--- config.mk ---
export PLATFORM = sky130hd
export DESIGN_NAME = prc_cordic
export DESIGN_NICKNAME = d
export VERILOG_FILES = /design/src/hw/rtl/prc_pkg.sv /design/src/hw/rtl/prc_cordic.sv
export SDC_FILE = /design/constraint.sdc
export NUM_CORES = 1
export LEC_CHECK = 0
export BUFFER_PORTS_ARGS = -buffer_cell sky130_fd_sc_hd__buf_2
export CAP_MARGIN = 10
export CORE_MARGIN = 1
export CORE_UTILIZATION = 35
export CTS_BUF_LIST = sky130_fd_sc_hd__clkbuf_4 sky130_fd_sc_hd__clkbuf_8
export DETAILED_ROUTE_END_ITERATION = 10
export GPL_TIMING_DRIVEN = 1
export SLEW_MARGIN = 20
export SYNTH_ARGS = -nofsm -noshare
export SYNTH_HDL_FRONTEND = slang
export SYNTH_SLANG_ARGS = --single-unit
--- constraint.sdc ---
create_clock -name clk -period 6.1 [get_ports clk]
set_input_delay 0.305 -clock clk [delete_from_list [all_inputs] [get_ports clk]]
set_output_delay 0.305 -clock clk [all_outputs]
set_load 0.1 [all_outputs]
--- src/hw/rtl/prc_pkg.sv ---
package prc_pkg;

  // Fixed field widths
  localparam int COORD_W    = 32;
  localparam int ANGLE_W    = 16;
  localparam int ANGLE_FRAC = 13;

  // CORDIC working format: Q3.30 with one guard bit above Q2.30
  localparam int WORK_FRAC  = 30;
  localparam int WORK_W     = 34;
  localparam int TAB_LEN    = 24;
  localparam int ATAN_IDX_W = 5;

  typedef logic signed [WORK_W-1:0] work_t;

  localparam work_t PI_WORK      = work_t'(64'sd3373259426);
  localparam work_t HALF_PI_WORK = work_t'(64'sd1686629713);
  localparam work_t GAIN_WORK    = work_t'(64'sd652032874);

  localparam logic signed [COORD_W-1:0] COORD_MAX = {1'b0, {(COORD_W-1){1'b1}}};
  localparam logic signed [COORD_W-1:0] COORD_MIN = {1'b1, {(COORD_W-1){1'b0}}};

  typedef struct packed {
    logic signed [COORD_W-1:0] x_in;
    logic signed [COORD_W-1:0] y_in;
  } in_item_t;

  typedef struct packed {
    logic signed [COORD_W-1:0] x_out;
    logic signed [COORD_W-1:0] y_out;
    logic                      clipped;
  } out_item_t;

  // atan(2^-i) in Q2.30
  function automatic work_t atan_work(input logic [ATAN_IDX_W-1:0] idx);
    work_t val;
    case (idx)
      5'd0:    val = work_t'(64'sd843314857);
      5'd1:    val = work_t'(64'sd497837829);
      5'd2:    val = work_t'(64'sd263043837);
      5'd3:    val = work_t'(64'sd133525159);
      5'd4:    val = work_t'(64'sd67021687);
      5'd5:    val = work_t'(64'sd33543516);
      5'd6:    val = work_t'(64'sd16775851);
      5'd7:    val = work_t'(64'sd8388437);
      5'd8:    val = work_t'(64'sd4194283);
      5'd9:    val = work_t'(64'sd2097149);
      5'd10:   val = work_t'(64'sd1048576);
      5'd11:   val = work_t'(64'sd524288);
      5'd12:   val = work_t'(64'sd262144);
      5'd13:   val = work_t'(64'sd131072);
      5'd14:   val = work_t'(64'sd65536);
      5'd15:   val = work_t'(64'sd32768);
      5'd16:   val = work_t'(64'sd16384);
      5'd17:   val = work_t'(64'sd8192);
      5'd18:   val = work_t'(64'sd4096);
      5'd19:   val = work_t'(64'sd2048);
      5'd20:   val = work_t'(64'sd1024);
      5'd21:   val = work_t'(64'sd512);
      5'd22:   val = work_t'(64'sd256);
      5'd23:   val = work_t'(64'sd128);
      default: val = '0;
    endcase
    return val;
  endfunction

endpackage

--- src/hw/rtl/prc_cordic.sv ---
// Iterative CORDIC: one micro-rotation per cycle, then a rounding step.
module prc_cordic #(
  parameter int TRIG_FRAC_BITS = 16,
  parameter int CORDIC_STAGES  = 16
) (
  input  logic                              clk,
  input  logic                              rst_n,
  input  logic                              start,
  input  logic signed [prc_pkg::ANGLE_W-1:0] angle,
  output logic                              busy,
  output logic signed [TRIG_FRAC_BITS+1:0]  cos_val,
  output logic signed [TRIG_FRAC_BITS+1:0]  sin_val
);

  localparam int TW     = TRIG_FRAC_BITS + 2;
  localparam int STAGES = (CORDIC_STAGES < prc_pkg::TAB_LEN) ? CORDIC_STAGES
                                                             : prc_pkg::TAB_LEN;
  localparam int IW     = (STAGES > 1) ? $clog2(STAGES) : 1;
  localparam int SH     = prc_pkg::WORK_FRAC - TRIG_FRAC_BITS;
  localparam prc_pkg::work_t RND_HALF = prc_pkg::work_t'(1) <<< (SH - 1);
  localparam prc_pkg::work_t ONE      = prc_pkg::work_t'(1) <<< TRIG_FRAC_BITS;

  typedef enum logic [1:0] {ST_IDLE, ST_ITER, ST_FINISH} state_t;

  state_t                     state_r, state_nxt;
  logic [IW-1:0]              idx_r, idx_nxt;
  prc_pkg::work_t             cx_r, cx_nxt, cy_r, cy_nxt, z_r, z_nxt;
  logic                       flip_r, flip_nxt;
  logic signed [TW-1:0]       cos_r, cos_nxt, sin_r, sin_nxt;

  prc_pkg::work_t z_load, dx, dy, atan_i, c_rnd, s_rnd;

  // rounds a Q2.30 value half up to the trig format and clamps to +-1.0
  function automatic prc_pkg::work_t trig_round(input prc_pkg::work_t w);
    prc_pkg::work_t r;
    r = (w + RND_HALF) >>> SH;
    if (r > ONE) r = ONE;
    if (r < -ONE) r = -ONE;
    return r;
  endfunction

  always_comb begin
    z_load = prc_pkg::work_t'(angle) <<< (prc_pkg::WORK_FRAC - prc_pkg::ANGLE_FRAC);
    dx     = cy_r >>> idx_r;
    dy     = cx_r >>> idx_r;
    atan_i = prc_pkg::atan_work(prc_pkg::ATAN_IDX_W'(idx_r));
    c_rnd  = trig_round(cx_r);
    s_rnd  = trig_round(cy_r);
    if (flip_r) begin
      c_rnd = -c_rnd;
      s_rnd = -s_rnd;
    end
  end

  always_comb begin
    state_nxt = state_r;
    idx_nxt   = idx_r;
    cx_nxt    = cx_r;
    cy_nxt    = cy_r;
    z_nxt     = z_r;
    flip_nxt  = flip_r;
    cos_nxt   = cos_r;
    sin_nxt   = sin_r;
    case (state_r)
      ST_IDLE: begin
        if (start) begin
          state_nxt = ST_ITER;
          idx_nxt   = '0;
          cx_nxt    = prc_pkg::GAIN_WORK;
          cy_nxt    = '0;
          // fold into -pi/2..pi/2, result negated at the end
          if (z_load > prc_pkg::HALF_PI_WORK) begin
            z_nxt    = z_load - prc_pkg::PI_WORK;
            flip_nxt = 1'b1;
          end else if (z_load < -prc_pkg::HALF_PI_WORK) begin
            z_nxt    = z_load + prc_pkg::PI_WORK;
            flip_nxt = 1'b1;
          end else begin
            z_nxt    = z_load;
            flip_nxt = 1'b0;
          end
        end
      end
      ST_ITER: begin
        if (!z_r[prc_pkg::WORK_W-1]) begin
          cx_nxt = cx_r - dx;
          cy_nxt = cy_r + dy;
          z_nxt  = z_r - atan_i;
        end else begin
          cx_nxt = cx_r + dx;
          cy_nxt = cy_r - dy;
          z_nxt  = z_r + atan_i;
        end
        idx_nxt = idx_r + 1'b1;
        if (idx_r == IW'(STAGES - 1)) begin
          state_nxt = ST_FINISH;
        end
      end
      ST_FINISH: begin
        cos_nxt   = TW'(c_rnd);
        sin_nxt   = TW'(s_rnd);
        state_nxt = ST_IDLE;
      end
      default: begin
        state_nxt = ST_IDLE;
      end
    endcase
  end

  always_ff @(posedge clk) begin
    if (!rst_n) begin
      state_r <= ST_IDLE;
      cos_r   <= TW'(ONE);
      sin_r   <= '0;
    end else begin
      state_r <= state_nxt;
      cos_r   <= cos_nxt;
      sin_r   <= sin_nxt;
    end
  end

  always_ff @(posedge clk) begin
    idx_r  <= idx_nxt;
    cx_r   <= cx_nxt;
    cy_r   <= cy_nxt;
    z_r    <= z_nxt;
    flip_r <= flip_nxt;
  end

  assign busy    = (state_r != ST_IDLE);
  assign cos_val = cos_r;
  assign sin_val = sin_r;

endmodule
==> reports/metrics.cfg <==
[power]
p_leak_uw = 0.008507
vdd_ir_drop_max_mv = 0.2281
power.density_mw_per_mm2 = 553.8

[logic_synthesis]
synth-seq-area-share_pct = 22.35
ys.warnings.count = 0
synth_compound_area_share_pct = 22.86
yosys.area_share.adder_pct = 7.572
synth_fp_nets = 2642
synth_cell_type_count = 101
synthXorXnorAreaFrac_pct = 9.755
avgSynthCellArea_sq_um = 8.110
synth_top_family_by_area = compound AO/OA/AOI/OAI gates
syn-instance-count = 2502
synthFlopType = edfxtp_1
synth_area_sq_mm = 0.02029
synth-edff-count = 107
synth-simple-area-share_pct = 20.44
synthArstFlopShare_pct = 0
synth_seq_cells = 173
synth_mux_area_share_pct = 12.06

[global_routing]
grtUsageTotal_pct = 21.27
antenna_found_initial = 0
grt_start_max_net_pins = 77
grt_pass1_vias = 18290
overflow = 0
grt_pass1_wl_mm = 100.5

[timing]
whs_ns = 0.1167
fin_crit_ns = 5.682
setup_tns_ns = 0
fin_crit_sh_pct = 93.15
rsz0062_at_grt = no
worst_pin_slew_ns = 1.015
setup_viol = 0
setup_ws_ns = 0.4180
report.final.slew_viol_count = 0
relSlewSlack_pct = 32.36
hold_viol = 0
final.setup_skew_ns = 0.02212
max_freq_mhz = 176.0

[place]
portBuffers = 55
dpl.cell_count = 3222
place_congestion = 0.9359
post-dp-hpwl_mm = 48.72
pre_cts_slack_ns = 0.4318
place_area_sq_mm = 0.02135

[layout]
post-route-cell-area_sq_mm = 0.02179
layout_commonest_cell = nand2_1
drive_gt1_share_pct = 11.80
fillers = 5883
nNetsFinal = 2626
most-common-layout-cells = nand2_1, a21oi_1, nor2_1
fin_cells = 3256
syn2layout_area_growth_pct = 7.387

[run_status]
status = complete, no violations

[setup_path]
rr_worst_depth = 20
cp-start-kind = register
arrival_ns = 6.01
reg2reg_from = idx_r[0]
cp-end-kind = register
cp_max_fo = 34
path_class = register to register
r2r_slack_ns = 0.42
crit_required_ns = 6.43
timing.rr.end = cx_r[33]

[floorplan]
die_w_um = 242.8
dieHeight_um = 242.8
core_area_sq_mm = 0.05682
io_pins = 56
fp.dieArea_sq_mm = 0.05894
row_count = 87
initial_core_util_pct = 35.71

[cts]
clock_latency_ns = 0.58
htree_levels = 4
cts_num_sinks = 173
tritoncts = built
clkTransAtPathRegs_ns = 0.12
cts_hold_buffers = 0
post-cts-setup-buffer-count = 0
clockRootBuffer = clkbuf_8
numCtsBuffers = 17
clockBufferDepth = 2
cts_resized = 0

[min_path]
hold_start = angle[1]
hold_depth = 3
hold_path_end = z_r[18]
hp-class = input port to register

[detailed_routing]
firstDrtPassIters = 6
ant_nets = 0
drt_iter0_markers = 1491
post_drt_via_cell_ratio = 5.900
vias = 19210
drc = 0
wl_mm = 63.60
wire_per_inst_um = 19.53

[job]
cap_violations = 0

[layer usage]
metal | GRT usage [%] | wire (um)
met1 | 26.04 | 27030
met5 | 0 | 0
met3 | 3.008 | 3280
met4 | 10.23 | 2983
met2 | 36.52 | 30310
[how the worst max path moves through the flow]
stage | depth (start not counted) | to | slack [ns] | startpoint
finish | 20 | cx_r[33] | 0.42 | idx_r[0]
global route | 20 | cx_r[33] | 0.02 | idx_r[0]
CTS | 20 | cx_r[33] | 0.41 | idx_r[0]
detailed placement | 20 | cx_r[33] | 0.43 | idx_r[0]
global placement | 20 | cx_r[33] | 0.51 | idx_r[0]
floorplan | 22 | cx_r[32] | 0.39 | idx_r[1]
[worst max-delay path: stages (launching register included)]
cell and delay, ns:
edfxtp_1 0.39, buf_12 0.22, buf_4 0.31, mux4_1 0.65
a22o_1 0.27, a221oi_2 0.27, and3b_1 0.25, nor3b_2 0.23
inv_1 0.10, nor4_2 0.51, a31oi_1 0.18, xnor2_1 0.17
ha_1 0.37, nand2_1 0.09, nor2_1 0.19, nand2_1 0.08
or3_1 0.36, o211ai_1 0.21, a221oi_1 0.12, and2_1 0.17
mux2_1 0.28
[metrics by stage]
stage	total power [uW]	utilization, %
after CTS	11980	38.29
after global routing	13090	38.34
final	12070	38.35
after global placement	10940	37.58
after floorplan	8902	-
after detailed placement	11040	37.58
[cell usage after synthesis (25+ instances only)]
library cell	instances	area share (%)
nand2_1	254	4.7
a21oi_1	222	5.5
nor2_1	216	4.0
o21ai_0	175	4.3
xnor2_1	119	5.1
ha_1	118	7.3
edfxtp_1	107	16
xor2_1	107	4.6
clkbuf_1	100	1.8
inv_1	70	1.3
mux2i_1	67	3.3
nor3_1	67	1.7
dfxtp_1	66	6.5
nand3_1	62	1.5
a21o_1	49	1.8
a31oi_1	40	1.2
mux4_2	40	4.4
nand4_1	38	1.2
mux2_2	36	2.0
nand2b_1	35	1.1
o211ai_1	31	1.1
and2_1	30	0.92
buf_2	29	0.72
and3_1	28	0.86
a211oi_1	25	0.92
[area by class of cell]
| type | count | area (sq um) | area share, % |
|---|---|---|---|
| multi-input cells | 2098 | 14790 | 67.89 |
| well taps | 756 | 945.9 | 4.341 |
| flip-flops and latches | 173 | 4534 | 20.81 |
| diodes | 1 | 2.502 | 0.01148 |
| repair buffers | 122 | 828.3 | 3.801 |
| clock inverters | 15 | 171.4 | 0.7867 |
| clock buffers | 17 | 234.0 | 1.074 |
| inverters | 74 | 280.3 | 1.286 |
[flip-flops by register name, indices dropped and copies added, names as in the netlist]
register	flops
cx_r	34
cy_r	34
z_r	34
atan_i	28
cos_val	18
sin_val	18
idx_r	4
state_r	2
flip_r	1
[cell families (layout without fill, tap and decap cells)]
family,after synthesis,in the layout
AND/OR/NAND/NOR,855,855
AO/OA/AOI/OAI,732,732
buffers and inverters,231,228
XOR/XNOR,226,226
flip-flops,173,173
multiplexers,164,164
adder cells (fa/ha/maj),121,121
other,0,1
[power breakdown]
| part | leakage [uW] | switching, uW | internal (uW) |
|---|---|---|---|
| Clock | 0.000203 | 546 | 311 |
| Sequential | 0.00160 | 632 | 1700 |
| Combinational | 0.00671 | 5140 | 3730 |
No activity file was read; power rests on OpenSTA's default activity.
